`config.mk`:
```
export PLATFORM = sky130hd
export DESIGN_NAME = ctom_fifo
export DESIGN_NICKNAME = d
export VERILOG_FILES = /design/src/hdl/ctom_fifo.sv
export SDC_FILE = /design/constraint.sdc
export NUM_CORES = 1
export LEC_CHECK = 0
export ABC_CLOCK_PERIOD_IN_PS = 2040
export BUFFER_PORTS_ARGS = -buffer_cell sky130_fd_sc_hd__buf_4
export CELL_PAD_IN_SITES_DETAIL_PLACEMENT = 1
export CELL_PAD_IN_SITES_GLOBAL_PLACEMENT = 1
export CORE_ASPECT_RATIO = 1.1
export CORE_MARGIN = 2
export CORE_UTILIZATION = 43
export CTS_BUF_LIST = sky130_fd_sc_hd__clkbuf_2
export CTS_CLUSTER_SIZE = 30
export DETAILED_ROUTE_END_ITERATION = 6
export GPL_TIMING_DRIVEN = 0
export PLACE_DENSITY_LB_ADDON = 0.25
export SETUP_SLACK_MARGIN = 0.3
export SYNTH_ARGS = -nofsm -noshare
export SYNTH_HDL_FRONTEND = slang
export SYNTH_SLANG_ARGS = --single-unit
```
`constraint.sdc`:
```
create_clock -name clk -period 2.04 [get_ports clk]
set_input_delay 0.408 -clock clk [delete_from_list [all_inputs] [get_ports clk]]
set_output_delay 0.408 -clock clk [all_outputs]
set_load 0.1 [all_outputs]
```
`src/hdl/ctom_fifo.sv`:
```
// Two-entry queue with valid/ready on both sides.
// No package dependencies.
`default_nettype none
module ctom_fifo #(
	parameter int WIDTH = 8
) (
	input  wire logic             clk,
	input  wire logic             arst_n,
	input  wire logic             push_valid,
	output logic                  push_ready,
	input  wire logic [WIDTH-1:0] push_data,
	output logic                  pop_valid,
	input  wire logic             pop_ready,
	output logic [WIDTH-1:0]      pop_data
);
	logic [WIDTH-1:0] data_q [2];
	logic             wr_q;
	logic             rd_q;
	logic [1:0]       cnt_q;
	logic             push;
	logic             pop;

	assign push_ready = (cnt_q != 2'd2);
	assign pop_valid  = (cnt_q != 2'd0);
	assign pop_data   = data_q[rd_q];
	assign push       = push_valid && push_ready;
	assign pop        = pop_valid && pop_ready;

	always_ff @(posedge clk or negedge arst_n) begin
		if (!arst_n) begin
			wr_q  <= 1'b0;
			rd_q  <= 1'b0;
			cnt_q <= 2'd0;
		end else begin
			if (push)
				wr_q <= ~wr_q;
			if (pop)
				rd_q <= ~rd_q;
			cnt_q <= cnt_q + {1'b0, push} - {1'b0, pop};
		end
	end

	always_ff @(posedge clk) begin
		if (push)
			data_q[wr_q] <= push_data;
	end
endmodule
`default_nettype wire

```
Yosys cells after proc, flatten, opt, wreduce, memory -nomap -nowiden

Memory sizes are Yosys's and may differ from the RTL's.
Index checks and enable logic that the tools add are counted.

Flip-flop bits (word level): 4
RAM bits: 16
Input port bits: 12
Output and inout bits: 10
Logic and storage cells: 14
Memories kept: 1

$add $sub $neg: 2
Equal/unequal tests: 1
Mux-type cells: 2
Bitwise operators: 2
Reductions and logical operators: 3

Memory list:

| memory | depth | width | rd ports | clocked after Yosys merged registers in | wr ports | line | text |
|---|---|---|---|---|---|---|---|
| data_q | 2     | 8     | 1        | 0                                       | 1        | 16   | `logic [WIDTH-1:0] data_q [2];` |

Operators with widths:

| kind                                 | number |
|---|---|
| adder 2 x 1 -> 2 bit                 | 1 |
| logical AND 1 bit                    | 2 |
| 2-to-1 mux 1 bit                     | 2 |
| != test 2 bit, second input constant | 1 |
| NOT 1 bit                            | 2 |
| nonzero test 2 bit                   | 1 |
| subtractor 2 x 1 -> 2 bit            | 1 |

Logic depth before layout (Yosys ltp)

Depth after elaboration: 4
Depth in mapped cells: 7
Depth with buffers taken out: 7

Worst setup path before layout

No wires, ideal clock.

Kind: flip-flop to flip-flop
Start: register cnt_q[0]
End: register cnt_q[1]
Library setup time: 0.123 ns
Arrival time: 2.144 ns
Required time: 1.917 ns
Slack: -0.226 ns
Cell stages (with the launch flop): 8
Path buffers: 0
Cells stage by stage: dfrtp_1 -> nand2b_1 -> nand2_1 -> ha_1 -> inv_1 -> ha_1 -> xnor2_1 -> xnor2_1

Longest elaborated chain between the ends: 4

Ends and longest elaborated chain:

| element                   | line | text |
|---|---|---|
| from (decl)               | 19   | `logic [1:0] cnt_q;` |
| from (signal assigned)    | 39   | `cnt_q <= cnt_q + {1'b0, push} - {1'b0, pop};` |
| != test 2 bit             | 23   | `assign push_ready = (cnt_q != 2'd2);` |
| via push_ready            | 10   | `output logic push_ready,` |
| logical AND 1 bit         | 26   | `assign push = push_valid && push_ready;` |
| adder 2 x 1 -> 2 bit      | 39   |  |
| subtractor 2 x 1 -> 2 bit | 39   |  |

The timed path passes the listed nets, and every way through them passes these cells.
A chain may end at the register's enable or synchronous reset.

Final worst setup path

Start: register rd_q
End: output port pop_data[0]

Longest elaborated chain between the ends: 1

Ends and longest elaborated chain:

| element                 | line | text |
|---|---|---|
| from (decl)             | 18   | `logic rd_q;` |
| from (signal assigned)  | 38   | `rd_q <= ~rd_q;` |
| memory read (2 x 8 bit) | n/a  |  |
| to (decl)               | 14   | `output logic [WIDTH-1:0] pop_data` |

No other way between the ends.

==> out/summary.txt <==
status: finished clean
Starting DRT DRC Count: 0
initial antenna violation count: 0
layout cells sized above 1: 0.671
DP Area: 997 um2
Reg area: 582 um2
synth warn: 0
r2r setup slk: 330 ps
Total GRT Usage: 0.168
Critical R2R Capture: cnt_q[1]
area of the multi-input gates: 279 um2
die height: 48.5 um
DRC errors left: 0
synth unique cells: 14
clk root buf: clkbuf_2
critical path type: flip-flop to primary output
Die Wd: 44.5 um
CTS sink count: 20
CP Launch Type: flip-flop
max-slew violation count: 0
post-route cell area: 1230 um2
maximum clock insertion buffer count: 2
WL final: 1570 um
I/O Pins: 22
Placed Cells: 81
Fmax: 559 MHz
worst-path maximum fanout: 5
die area: 2160 um2
max_slew headroom: 0.689
detailed placement HPWL: 958 um
clock transition at the registers of the reported paths: 180 ps
pre-CTS setup slack: 349 ps
Seq/Total Area, Yosys: 0.750
Synth Net Count: 56
initial core utilization: 0.445
vias per cell: 5.01
CTS tree: yes
site row count: 16
Final GP Congestion: 0.602
commonest cells after routing, fill and taps aside: 17 x buf_4, 16 x edfxtp_1, 8 x mux2_4, 8 x buf_12, 4 x clkbuf_2
synthesized flop and latch total: 20
DRT antenna net count: 0
unrepaired setup endpoints after global routing: true
Least-Margin Pin Slew: 466 ps
Max H-tree Level: 1
Worst Path Required: 1630 ps
Antenna diodes: 0
largest net degree at the start of global routing: 12
CP endpoint: pop_data[0]
vias post-DR: 456
commonest non-fill, non-tap cell in the layout: buf_4
worst skew pair latency: 290 ps
filler instances: 136
Worst setup startpoint: rd_q
Hold Vio Cnt, Final: 0
port bufs: 21
post-route insts no fill: 91
Period minus WS final: 1790 ps
mapped cell area: 774 um2
core area: 1740 um2
final net count: 88
Max-Cap Viols: 0
reg2reg start: cnt_q[1]
WL/cell: 17.3 um
crit end category: primary output
global-route wire length before repair: 2510 um
vias in the first global route: 514
count of endpoints failing setup in the final report: 0
HP Class: primary input to flip-flop
GRT overflow: 0
worst setup margin: 250 ps
post-route clock period utilization: 0.877
Setup TNS: 0 ps
clk_skew: 4.94 ps
area grow syn2layout: 58.5%
DR pass1 iterations: 1
Arr. time, crit path: 1380 ps
Num CTS Buffers: 3
Avg Cell Area, Syn: 18.4 um2
depth of the most critical reg-to-reg path: 7
Cells after Synth: 42
==> routing by layer <==
| metal | up-vias | global-route usage | share of wire |
|---|---|---|---|
| li1 | 215 | - | - |
| met1 | 221 | 0.183 | 0.37 |
| met2 | 16 | 0.312 | 0.56 |
| met3 | 4 | 0.0410 | 0.038 |
| met4 | 0 | 0.0354 | 0.029 |
| met5 | - | 0 | 0 |
==> layout make-up <==
type | count | area share
Sequential cell | 20 | 0.474
Timing Repair Buffer | 27 | 0.252
Multi-Input combinational cell | 20 | 0.227
Tap cell | 18 | 0.0183
Clock buffer | 4 | 0.0163
Buffer | 1 | 0.00917
Inverter | 1 | 0.00306
==> Yosys cell counts <==
library cell,number,share of area
buf_2,1,0.0065
ha_1,2,0.032
inv_1,1,0.0048
mux2_1,8,0.12
nand2b_1,1,0.0081
or2_1,1,0.0081
dfrtp_1,4,0.13
xnor2_1,3,0.034
and3_1,1,0.0081
edfxtp_1,16,0.62
nand2_1,1,0.0048
xor2_1,1,0.011
and2_4,1,0.011
nor2_1,1,0.0048
==> logic make-up after synthesis <==
group | after synthesis | share of synthesized area
adder cells (fa/ha/maj) | 2 | 0.0323
flip-flops | 20 | 0.750
XOR/XNOR | 4 | 0.0452
multiplexers | 8 | 0.116
AND/OR/NAND/NOR | 6 | 0.0452
buffers and inverters | 2 | 0.0113
==> registers in the layout (all words and copies together) (netlist names) <==
| signal | flops |
|---|---|
| cnt_q | 2 |
| data_q | 16 |
| rd_q | 1 |
| wr_q | 1 |
==> what timing repair did <==
action,in CTS,in global routing
pin swaps,0,3
cloned,1,0
endpoints found under the hold margin,4,0
setup buffers,2,2
gates resized for setup,44,4
hold buffers,1,0
setup endpoints to repair,8,17
==> metrics by stage <==
| step | utilization | hold slack (ps) |
|---|---|---|
| floorplan | - | 112 |
| global placement | 0.573 | 210 |
| detailed placement | 0.573 | 209 |
| CTS | 0.683 | 266 |
| global route | 0.705 | 260 |
| finish | 0.705 | 284 |
==> how the worst min path moves through the flow <==
stage	from	depth (start not counted)	slack, ps	endpoint
after floorplan	arst_n	0	110	cnt_q[0]
after global placement	arst_n	1	210	wr_q
after detailed placement	arst_n	1	210	cnt_q[0]
after CTS	push_data[0]	1	270	data_q[0][0]
after global routing	push_data[0]	1	260	data_q[0][0]
final	push_data[2]	1	280	data_q[1][2]
==> worst max-delay path, cell delays in order (launching register included) <==
cell	delay [ps]
dfrtp_1	460
buf_6	160
mux2_4	310
buf_12	170
Power is left out: the tool's default activity adds up to more than one toggle a clock period on the data nets, which glitch-free logic cannot reach.
